[src/sv/tgs_pkg.sv]
`default_nettype none
// ---------------------------------------------------------------------------
// tgs_pkg
// Shared types and constants for the trilinear grid sampler.
// ---------------------------------------------------------------------------
package tgs_pkg;
  localparam int AxisCells = 16;
  localparam int ValueBits = 16;
  localparam int FracBits  = 8;
  localparam int AxisBits  = $clog2(AxisCells);
  localparam int AddrBits  = 3 * AxisBits;
  localparam int Depth     = AxisCells * AxisCells * AxisCells;
  localparam int PosBits   = 14;
  localparam int SizeBits  = 5;
  localparam int CfgIdxBits = 2;

  localparam logic [CfgIdxBits-1:0] CfgSizeX = 2'd0;
  localparam logic [CfgIdxBits-1:0] CfgSizeY = 2'd1;
  localparam logic [CfgIdxBits-1:0] CfgSizeZ = 2'd2;

  typedef enum logic [2:0] {
    ST_IDLE, ST_CLEAR, ST_READ, ST_LERPX, ST_LERPY, ST_LERPZ
  } state_t;

  typedef struct packed {
    logic clr_wr;     // write zero at clear counter
    logic clr_inc;
    logic cap;        // capture item on accept
    logic rd_issue;   // issue read of corner rd_cnt
    logic rd_next;
    logic lerp_x;
    logic lerp_y;
    logic lerp_z;
  } ctrl_t;

  typedef struct packed {
    logic clr_done;
    logic rd_last;
  } stat_t;
endpackage
`default_nettype wire

[src/sv/tgs_ctrl.sv]
`default_nettype none
// ---------------------------------------------------------------------------
// tgs_ctrl
// Sequencer: clearing pass, write, 8 corner reads, lerp stages.
// ---------------------------------------------------------------------------
module tgs_ctrl (
  input  wire logic           clk,
  input  wire logic           rst_n,
  input  wire logic           start,
  input  wire logic           req_type,
  input  wire tgs_pkg::stat_t stat,
  output tgs_pkg::ctrl_t      ctrl,
  output logic                busy,
  output logic                done
);
  tgs_pkg::state_t state_r, state_nxt;

  always_ff @(posedge clk) begin
    if (!rst_n) begin
      state_r <= tgs_pkg::ST_CLEAR;
    end else begin
      state_r <= state_nxt;
    end
  end

  always_comb begin
    state_nxt = state_r;
    ctrl = '0;
    busy = 1'b1;
    done = 1'b0;
    case (state_r)
      tgs_pkg::ST_CLEAR: begin
        ctrl.clr_wr = 1'b1;
        ctrl.clr_inc = 1'b1;
        if (stat.clr_done) state_nxt = tgs_pkg::ST_IDLE;
      end
      tgs_pkg::ST_IDLE: begin
        busy = 1'b0;
        if (start) begin
          ctrl.cap = 1'b1;
          if (req_type) state_nxt = tgs_pkg::ST_READ;
        end
      end
      tgs_pkg::ST_READ: begin
        ctrl.rd_issue = 1'b1;
        ctrl.rd_next = 1'b1;
        if (stat.rd_last) state_nxt = tgs_pkg::ST_LERPX;
      end
      tgs_pkg::ST_LERPX: begin
        ctrl.lerp_x = 1'b1;
        state_nxt = tgs_pkg::ST_LERPY;
      end
      tgs_pkg::ST_LERPY: begin
        ctrl.lerp_y = 1'b1;
        state_nxt = tgs_pkg::ST_LERPZ;
      end
      tgs_pkg::ST_LERPZ: begin
        ctrl.lerp_z = 1'b1;
        done = 1'b1;
        state_nxt = tgs_pkg::ST_IDLE;
      end
      default: state_nxt = tgs_pkg::ST_IDLE;
    endcase
  end

  ap_busy_idle: assert property (@(posedge clk) disable iff (!rst_n)
    (state_r == tgs_pkg::ST_IDLE) |-> !busy) else $error("busy in idle");
  ap_done_ret: assert property (@(posedge clk) disable iff (!rst_n)
    done |=> (state_r == tgs_pkg::ST_IDLE)) else $error("done not followed by idle");
  ap_sample_go: assert property (@(posedge clk) disable iff (!rst_n)
    (!busy && start && req_type) |=> (state_r == tgs_pkg::ST_READ))
    else $error("sample not started");
endmodule
`default_nettype wire

[config.mk]
export PLATFORM = sky130hd
export DESIGN_NAME = tgs_ctrl
export DESIGN_NICKNAME = d
export VERILOG_FILES = /design/src/sv/tgs_pkg.sv /design/src/sv/tgs_ctrl.sv
export SDC_FILE = /design/constraint.sdc
export NUM_CORES = 1
export LEC_CHECK = 0
export ABC_AREA = 0
export BUFFER_PORTS_ARGS = -buffer_cell sky130_fd_sc_hd__buf_2
export CAP_MARGIN = 10
export CORE_AREA = 8 8 45 47
export CTS_BUF_LIST = sky130_fd_sc_hd__clkbuf_4
export DETAILED_ROUTE_END_ITERATION = 8
export DIE_AREA = 0 0 53 55
export SYNTH_ARGS = -nofsm -noshare
export SYNTH_HDL_FRONTEND = slang
export SYNTH_SLANG_ARGS = --single-unit
export TNS_END_PERCENT = 1
[constraint.sdc]
create_clock -name clk -period 1.83 [get_ports clk]
set_input_delay 0.366 -clock clk [delete_from_list [all_inputs] [get_ports clk]]
set_output_delay 0.366 -clock clk [all_outputs]
set_load 0.01 [all_outputs]
# ---- Word-level counts from Yosys, hierarchy flattened
# Cells that the tools add are included.
# W data, S select, Z words.
dict set report word_totals {
  word_cells 25
  reg_bits 3
}
dict set report op_classes {
  reduce_logical 2
  eq_ne 9
  mux 13
}
# cell count
set op_table {}
lappend op_table {{$pmux W3 S5} 1}
lappend op_table {{$mux W3} 4}
lappend op_table {{$ne A2 B2 Y1 const B} 4}
lappend op_table {{$eq A3 B2 Y1 const B} 2}
lappend op_table {{$eq A3 B3 Y1 const B} 2}
lappend op_table {{$mux W1} 6}
lappend op_table {{$mux W2} 2}
lappend op_table {{$reduce_and A4 Y1} 1}
lappend op_table {{$eq A3 B1 Y1 const B} 1}
lappend op_table {{$logic_not A3 Y1} 1}

# ---- Depth between registers and ports, before layout
# Gate-level depths: netlist of run 1.
dict set report depth {
  word_depth 3
  ltp_mapped 2
  ltp_nobuf 2
}

# ---- Least setup slack after synthesis of run 1
# Ideal clock, no wire load.
dict set report synth_path {
  path_kind {register to output}
  from {register state_r[1]}
  to {output port ctrl[4] (netlist name)}
  setup_slack_ns 0.457
  required_time_ns 1.464
  path_stages_with_launch 3
  arrival_ns 1.007
  path_buffers 1
  path_cell_list {dfxtp_1 nor3b_1 buf_4}
}
# item line
set synth_lines {}
lappend synth_lines {{from (decl)} tgs_ctrl.sv:16} ;# tgs_pkg::state_t state_r, state_nxt;
lappend synth_lines {{from (signal assigned)} tgs_ctrl.sv:20} ;# state_r <= tgs_pkg::ST_CLEAR;
lappend synth_lines {{from (signal assigned)} tgs_ctrl.sv:22} ;# state_r <= state_nxt;
lappend synth_lines {{to (decl)} tgs_ctrl.sv:12} ;# output tgs_pkg::ctrl_t ctrl,

==> results of run 1 <==
==> placed cells by master, fill, tap and decap left out, drive strengths merged <==
master | synthesis | final
buf | 3 | 15
clkbuf | 0 | 4
inv | 3 | 3
dfxtp | 3 | 3
nor3b | 3 | 3
and3b | 2 | 2
or3 | 1 | 1
nor2 | 1 | 1
a21oi | 1 | 1
nor4 | 1 | 1
o21a | 1 | 1
nor4bb | 1 | 1
a2111o | 1 | 1
==> worst paths after layout <==
check	startpoint	to	depth (start not counted)
worst max-delay path	state_r[0]$_SDFFE_PN1P_	ctrl[5]	3
worst min-delay path	rst_n	state_r[2]$_SDFFE_PN0P_	2
worst max register to register	state_r[0]$_SDFFE_PN1P_	state_r[0]$_SDFFE_PN1P_	2
worst min register to register	state_r[0]$_SDFFE_PN1P_	state_r[1]$_SDFFE_PN0P_	1
==> worst reg2reg max path, cell delays in order (launching register included) <==
cell and delay (ns):
dfxtp_1 0.36, nor3b_2 0.19, a2111o_1 0.40
==> final cells by class <==
cell class | instances | area (um2) | area share, %
multi-input cells | 12 | 100.1 | 33.76
repair buffers | 15 | 75.07 | 25.32
flip-flops and latches | 3 | 60.06 | 20.25
clock buffers | 4 | 30.03 | 10.13
well taps | 16 | 20.02 | 6.751
inverters | 3 | 11.26 | 3.797
==> kinds of logic (layout without fill, tap and decap cells) <==
kind of cell,after synthesis,in the layout,share of synthesized area [%]
compound gates,3,3,12.26
flops,3,3,30.97
simple gates,9,9,39.36
buf+inv,6,22,17.42
==> power groups by stage <==
| stage | clock (W) | combinational, W | sequential (W) |
|---|---|---|---|
| floorplan | 0 | 0.0000224 | 0.0000740 |
| global placement | 0 | 0.0000349 | 0.0000751 |
| detailed placement | 0 | 0.0000350 | 0.0000753 |
| CTS | 0.000141 | 0.0000352 | 0.0000743 |
| global route | 0.000150 | 0.0000378 | 0.0000750 |
| finish | 0.000136 | 0.0000340 | 0.0000742 |
==> routing by layer <==
layer  part of all wire, %  GRT usage, %  wire length (um)  up-vias
met1                    36         3.945               203       90
met2                    48         5.078               273        9
li1                      -             -                 -      104
met5                     0             0                 0        -
met4                     0         2.586                 0        0
met3                    16         5.080                90        0
==> stage by stage <==
| stage | setup slack, ns | util, % | power [W] | std cells |
|---|---|---|---|---|
| after global routing | 0.1785 | 21.43 | 0.0002624 | 53 |
| after floorplan | 0.4568 | - | 0.00009641 | 21 |
| after detailed placement | 0.4969 | 19.26 | 0.0001103 | 49 |
| final | 0.2470 | 21.43 | 0.0002439 | 53 |
| after CTS | 0.2358 | 21.43 | 0.0002503 | 53 |
| after global placement | 0.5073 | 19.26 | 0.0001100 | 49 |
==> out/qor.csv, run 1 <==
stage;metric;value;unit
status;status;completed;
die;start_util;14.01;%
cts;root_buffer;clkbuf_4;
die;die-area;2915;um2
die;rows;14;
cts;cts.path.max_buffers;2;
yosys;synth_top_area_share;30.97;%
pwr;p_leak;0.1651;nW
cells_and_area;reg_top3;state_r: 3 flops;
yosys;seq_area_frac_synth;30.97;%
routing;initialDrtViolationCount;0;
routing;drt-pass1-iter-count;1;
yosys;ys_warn_count;0;
timing;slew_headroom;82.95;%
run;max-cap-violations;0;
pwr;comb_power_share;13.9;%
cells_and_area;area_growth;52.90;%
routing;wl_per_cell;10.70;um
placed_design;placed_area;266.5;um2
yosys;synthTopCellsByArea;dfxtp_1 31%, nor3b_2 13%, buf_4 12%;
routing;vias_per_cell;3.830;
cells_and_area;drive_above_1_share;56.76;%
setup_path;slowest_delay;0.40;ns
pwr;power_switching_share;24.76;%
placed_design;gp_congestion;0.6719;
yosys;yosys-top-cells-count;3 x buf_4, 3 x dfxtp_1, 3 x inv_1, 2 x and3b_1, 2 x nor3b_2;
cts;postCtsSetupBuffers;0;
yosys;syn_inst;21;
cells_and_area;fin_nets;44;
pwr;pwr-share-clk;55.6;%
cells_and_area;final.fill_count;164;
cts;cts_hold_buf;0;
pwr;p_int;0.0001835;W
setup_path;cp.buffers_inverters;1;
routing;finalWirelength;567;um
grt;grt_usage;4.205;%
yosys;syn_nets;27;
setup_path;crit_chain;or3_1 > nor2_1 > buf_2;
die;fp.dieH;55;um
cells_and_area;largest_reg_flops;3;
cells_and_area;largest-register;state_r;
hold_path;min_path_type;input port to flop;
cells_and_area;diodes;0;
timing;slew_violations;0;
grt;grt_pass1_vias;183;
yosys;synthFlopType;dfxtp_1;
yosys;syn_area;193.9;um2
timing;period_minus_slack;1.583;ns
routing;detail-route-antenna-nets;0;
cells_and_area;design_area;296.5;um2
grt;grt_pass1_wl;786;um
yosys;syn_area_per_cell;9.235;um2
setup_path;cpLargestDelayFamily;simple AND/OR/NAND/NOR gates;
cts;cts_resized;0;
yosys;ys_seq_elements;3;
timing;rsz0062_at_grt;false;
die;ios;16;
cts;cts.sinks;3;
timing;period_share;86.50;%
cts;cts_tree;built;
cts;h-tree-depth;1;
yosys;ys_types;13;
setup_path;crit_type;flop to primary output;
setup_path;cp.required;1.46;ns
timing;whs;0.3549;ns
grt;grt_overflow;0;
yosys;async_reset_ff_share;0;%
setup_path;path_max_fanout;8;
yosys;synth_edf_count;0;
timing;tns;0;ns
cts;cts_inserted_buffers;3;
setup_path;cp-start-kind;flop;
placed_design;io_buffer_count;15;
pwr;powerDensity;822.4;nW/um2
setup_path;setup.reg_to_reg.worst_slack;0.77;ns
timing;worst_slew_pin_slew;0.2552;ns
die;core-area;1384;um2
grt;grt_max_degree;9;
setup_path;slowest_stage;or3_1;
yosys;synth_largest_area_cell;dfxtp_1;
die;chipWidth;53;um
setup_path;crit_arrival;1.22;ns
setup_path;critPathCaptureType;primary output;
pwr;p_seq_share;30.4;%
routing;drc;0;
pwr;p_sw;0.00006038;W
grt;antenna_found_initial;0;
cts;clk_pin_slew_worst_paths;0.04;ns
timing;hold_viol;0;
timing;timing.fmax;631.7;MHz
pwr;ir_worst_vdd;0.0003988;V
timing;setup_viol;0;
routing;routed-via-count;203;
cts;clock_latency;0.24;ns
timing;fin_skew;0.006739;ns
Power figures use the tool's default switching activity.
==> inputs of run 2 (changes only) <==
--- a/config.mk
+++ b/config.mk
@@ -8,10 +8,10 @@
 export ABC_AREA = 0
 export BUFFER_PORTS_ARGS = -buffer_cell sky130_fd_sc_hd__buf_2
 export CAP_MARGIN = 10
-export CORE_AREA = 8 8 45 47
+export CORE_AREA = 2 2 39 41
 export CTS_BUF_LIST = sky130_fd_sc_hd__clkbuf_4
 export DETAILED_ROUTE_END_ITERATION = 8
-export DIE_AREA = 0 0 53 55
+export DIE_AREA = 0 0 41 43
 export SYNTH_ARGS = -nofsm -noshare
 export SYNTH_HDL_FRONTEND = slang
 export SYNTH_SLANG_ARGS = --single-unit
==> out/qor.csv, run 2 (synthesis gave the netlist of run 1 again) <==
stage;metric;value;unit
setup_path;critPathCaptureType;primary output;
cts;cts.path.max_buffers;2;
grt;grt_pass1_vias;200;
timing;fin_skew;0.003792;ns
timing;timing.fmax;631.4;MHz
cts;cts_resized;0;
pwr;powerDensity;815.4;nW/um2
cts;root_buffer;clkbuf_4;
die;chipWidth;41;um
grt;grt_usage;7.422;%
setup_path;cpLargestDelayFamily;simple AND/OR/NAND/NOR gates;
cts;cts.sinks;3;
setup_path;slowest_stage;or3_1;
cts;cts_inserted_buffers;3;
die;rows;14;
setup_path;cp-start-kind;flop;
timing;worst_slack;0.2461;ns
setup_path;cp.buffers_inverters;1;
cts;postCtsSetupBuffers;0;
status;status;completed;
setup_path;crit_arrival;1.22;ns
pwr;p_leak;0.1651;nW
die;die-area;1763;um2
placed_design;hpwl;364.5;um
timing;tns;0;ns
cells_and_area;design_area;296.5;um2
routing;drt-pass1-iter-count;2;
grt;grt_pass1_wl;779;um
die;ios;16;
grt;antenna_found_initial;0;
routing;detail-route-antenna-nets;0;
die;start_util;14.01;%
routing;initialDrtViolationCount;3;
pwr;ir_worst_vdd;0.0002600;V
cells_and_area;reg_top3;state_r: 3 flops;
cts;clk_pin_slew_worst_paths;0.04;ns
grt;grt_max_degree;9;
timing;period_share;86.55;%
hold_path;min_path_type;input port to flop;
cells_and_area;largest_reg_flops;3;
routing;wl_per_cell;9.189;um
placed_design;dp_slack;0.4918;ns
timing;whs;0.3497;ns
timing;slew_violations;0;
cells_and_area;drive_above_1_share;56.76;%
cells_and_area;largest-register;state_r;
routing;finalWirelength;487;um
setup_path;crit_chain;or3_1 > nor2_1 > buf_2;
placed_design;placed_area;266.5;um2
timing;rsz0062_at_grt;false;
cts;h-tree-depth;1;
setup_path;cp.required;1.46;ns
cts;cts_hold_buf;0;
timing;period_minus_slack;1.584;ns
cells_and_area;layout_common_cells;15 x buf_2, 4 x clkbuf_4, 3 x inv_1, 3 x dfxtp_1;
cells_and_area;area_growth;52.90;%
routing;drc;0;
timing;slew_headroom;82.64;%
run;max-cap-violations;0;
placed_design;io_buffer_count;15;
die;fp.dieH;43;um
routing;routed-via-count;198;
timing;setup_viol;0;
cells_and_area;diodes;0;
setup_path;slowest_delay;0.40;ns
setup_path;crit_type;flop to primary output;
routing;vias_per_cell;3.736;
cells_and_area;final_common_cell;buf_2;
timing;hold_viol;0;
grt;grt_overflow;0;
cts;cts_tree;built;
timing;worst_slew_pin_slew;0.2601;ns
die;core-area;1384;um2
cells_and_area;fin_nets;44;
setup_path;path_max_fanout;8;
cts;clock_latency;0.23;ns
placed_design;gp_congestion;0.5836;
==> run 2: cell type report <==
type | instances | area [um2]
repair buffers | 15 | 75.07
flip-flops and latches | 3 | 60.06
well taps | 16 | 20.02
clock buffers | 4 | 30.03
inverters | 3 | 11.26
multi-input cells | 12 | 100.1
fillers | 170 | 1087
==> run 2: through the flow <==
stage,utilization [%],power [W],std cells
floorplan,-,0.00009641,21
global placement,19.26,0.0001094,49
detailed placement,19.26,0.0001102,49
CTS,21.43,0.0002495,53
global route,21.43,0.0002657,53
finish,21.43,0.0002418,53
==> run 2: report_power, final <==
| group | switching, W | internal [W] | total, W |
|---|---|---|---|
| Clock | 0.0000366 | 0.0000966 | 0.000133 |
| Sequential | 0.00000596 | 0.0000688 | 0.0000747 |
| Combinational | 0.0000158 | 0.0000179 | 0.0000338 |
==> run 2: final timing paths <==
kind | startpoint | to | slack, ns | cells after the start
worst max-delay path | state_r[0]$_SDFFE_PN1P_ | ctrl[5] | 0.25 | 3
worst min-delay path | rst_n | state_r[2]$_SDFFE_PN0P_ | 0.35 | 2
worst max register to register | state_r[0]$_SDFFE_PN1P_ | state_r[0]$_SDFFE_PN1P_ | 0.75 | 2
worst min register to register | state_r[0]$_SDFFE_PN1P_ | state_r[1]$_SDFFE_PN0P_ | 0.59 | 1
==> run 2: per-layer routing <==
layer	global-route usage [%]	part of all wire, %
met4	6.000	0
met3	7.853	10
met5	0	0
met1	5.769	44
met2	10.00	46
==> run 2: worst register-to-register path: cells and delay by family (launching register included) <==
family | cells | cell delay (ns)
flip-flops | 1 | 0.37
AND/OR/NAND/NOR | 1 | 0.20
AO/OA/AOI/OAI | 1 | 0.40
==> inputs of run 3 (changes only) <==
--- a/config.mk
+++ b/config.mk
@@ -5,7 +5,7 @@
 export SDC_FILE = /design/constraint.sdc
 export NUM_CORES = 1
 export LEC_CHECK = 0
-export ABC_AREA = 0
+export ABC_AREA = 1
 export BUFFER_PORTS_ARGS = -buffer_cell sky130_fd_sc_hd__buf_2
 export CAP_MARGIN = 10
 export CORE_AREA = 2 2 39 41
==> out/qor.csv, run 3 <==
stage;metric;value;unit
cells_and_area;final_common_cell;buf_2;
cells_and_area;diodes;0;
cts;root_buffer;clkbuf_4;
pwr;powerDensity;827.5;nW/um2
grt;grt_overflow;0;
cts;clock_latency;0.23;ns
yosys;ys_types;12;
setup_path;crit_type;flop to primary output;
status;status;completed;
cts;cts_inserted_buffers;3;
grt;grt_pass1_vias;195;
die;die-area;1763;um2
grt;grt_max_degree;7;
cts;cts_hold_buf;0;
cells_and_area;layout_common_cells;15 x buf_2, 6 x inv_1, 5 x nand2_1, 5 x nand3_1;
die;ios;16;
setup_path;path_max_fanout;3;
routing;initialDrtViolationCount;4;
cts;cts.path.max_buffers;2;
cts;clk_pin_slew_worst_paths;0.03;ns
die;start_util;15.64;%
hold_path;min_path_type;input port to flop;
placed_design;gp_congestion;0.6496;
setup_path;cp.required;1.46;ns
setup_path;crit_arrival;1.06;ns
cells_and_area;reg_top3;state_r: 3 flops;
cells_and_area;area_growth;47.40;%
cts;postCtsSetupBuffers;0;
routing;finalWirelength;504;um
yosys;synth_edf_count;0;
cts;cts_tree;built;
setup_path;slowest_stage;dfxtp_1;
yosys;yosysMostFrequentCell;inv_1;
yosys;yosys-top-cells-count;6 x inv_1, 5 x nand2_1, 5 x nand3_1, 4 x nor2_1;
yosys;syn_area;216.5;um2
timing;period_share;77.95;%
pwr;p_leak;0.2025;nW
timing;slew_headroom;85.39;%
routing;wl_per_cell;7.522;um
yosys;synth_largest_area_cell;dfxtp_1;
yosys;syn_nets;41;
yosys;synthFlopType;dfxtp_1;
cells_and_area;largest_reg_flops;3;
cts;h-tree-depth;1;
routing;routed-via-count;258;
placed_design;io_buffer_count;15;
timing;slew_violations;0;
timing;tns;0;ns
yosys;async_reset_ff_share;0;%
cells_and_area;largest-register;state_r;
yosys;ys_seq_elements;3;
timing;whs;0.3596;ns
yosys;synth_top_area_share;27.75;%
grt;antenna_found_initial;0;
cts;cts_resized;0;
placed_design;hpwl;444.3;um
timing;setup_viol;0;
setup_path;slowest_delay;0.36;ns
timing;fin_skew;0.001902;ns
routing;detail-route-antenna-nets;0;
cells_and_area;fin_nets;58;
timing;rsz0062_at_grt;false;
timing;timing.fmax;701.1;MHz
setup_path;crit_chain;inv_1 > nor3_1 > buf_2;
timing;hold_viol;0;
timing;worst_slew_pin_slew;0.2189;ns
routing;vias_per_cell;3.851;
run;max-cap-violations;0;
routing;drt-pass1-iter-count;4;
routing;drc;0;
yosys;synthTopCellsByArea;dfxtp_1 28%, nand3_1 12%, buf_4 10%;
yosys;syn_inst;35;
die;rows;14;
die;core-area;1384;um2
setup_path;critPathCaptureType;primary output;
cts;cts.sinks;3;
yosys;syn_area_per_cell;6.185;um2
pwr;ir_worst_vdd;0.0002708;V
setup_path;cp-start-kind;flop;
grt;grt_pass1_wl;759;um
yosys;seq_area_frac_synth;27.75;%
die;fp.dieH;43;um
die;chipWidth;41;um
grt;grt_usage;7.315;%
yosys;ys_warn_count;0;
cells_and_area;drive_above_1_share;49.02;%
timing;period_minus_slack;1.426;ns
## run 3: cells by family after synthesis
logic type             share of synthesized area (%)
and+or+nand+nor                                42.77
DFF                                            27.75
buffers and inverters                          26.01
AOI/OAI and AO/OA                              3.470
## run 3: area by class of cell
type                    instances  area [um2]
repair buffers                 15       75.07
fillers                       163        1065
multi-input cells              20       100.1
clock buffers                   4       30.03
inverters                       9       33.78
flip-flops and latches          3       60.06
well taps                      16       20.02
## run 3: per-stage QoR
| step | utilization, % | worst slack, ns | instance area (um2) | total power, W | std cells |
|---|---|---|---|---|---|
| 5_1_grt | 23.06 | 0.3034 | 319.1 | 0.0002850 | 67 |
| 6_report | 23.06 | 0.4036 | 319.1 | 0.0002640 | 67 |
| 3_3_place_gp | 20.89 | 0.6403 | 289.0 | 0.0001352 | 63 |
| 4_1_cts | 23.06 | 0.3877 | 319.1 | 0.0002721 | 67 |
| 3_5_place_dp | 20.89 | 0.6457 | 289.0 | 0.0001356 | 63 |
| 2_1_floorplan | - | 0.5040 | 216.5 | 0.0001175 | 35 |
## run 3: worst paths after layout
check	cells past startpoint	startpoint	to	slack, ns
min reg2reg	3	state_r[0]$_SDFFE_PN1P_	state_r[1]$_SDFFE_PN0P_	0.60
max reg2reg	5	state_r[0]$_SDFFE_PN1P_	state_r[0]$_SDFFE_PN1P_	0.89
min	2	rst_n	state_r[0]$_SDFFE_PN1P_	0.36
max	3	state_r[0]$_SDFFE_PN1P_	ctrl[0]	0.40
## run 3: where the power goes
| part | internal [W] | switching, W | total (W) |
|---|---|---|---|
| clock network | 0.0000964 | 0.0000337 | 0.000130 |
| registers | 0.0000704 | 0.00000544 | 0.0000758 |
| logic | 0.0000238 | 0.0000342 | 0.0000581 |
## run 3: metal layers
metal | up-vias | wire length [um] | GRT usage [%]
met2 | 19 | 213 | 7.187
met5 | - | 0 | 0
met1 | 103 | 223 | 8.307
met4 | 0 | 0 | 10.00
li1 | 136 | - | -
met3 | 0 | 67 | 4.712
## run 3: worst max-delay path: cells and delay by family, from the launching register on
kind          cells  cell delay, ns
flops             1            0.36
buf+inv           2            0.26
simple gates      1            0.21
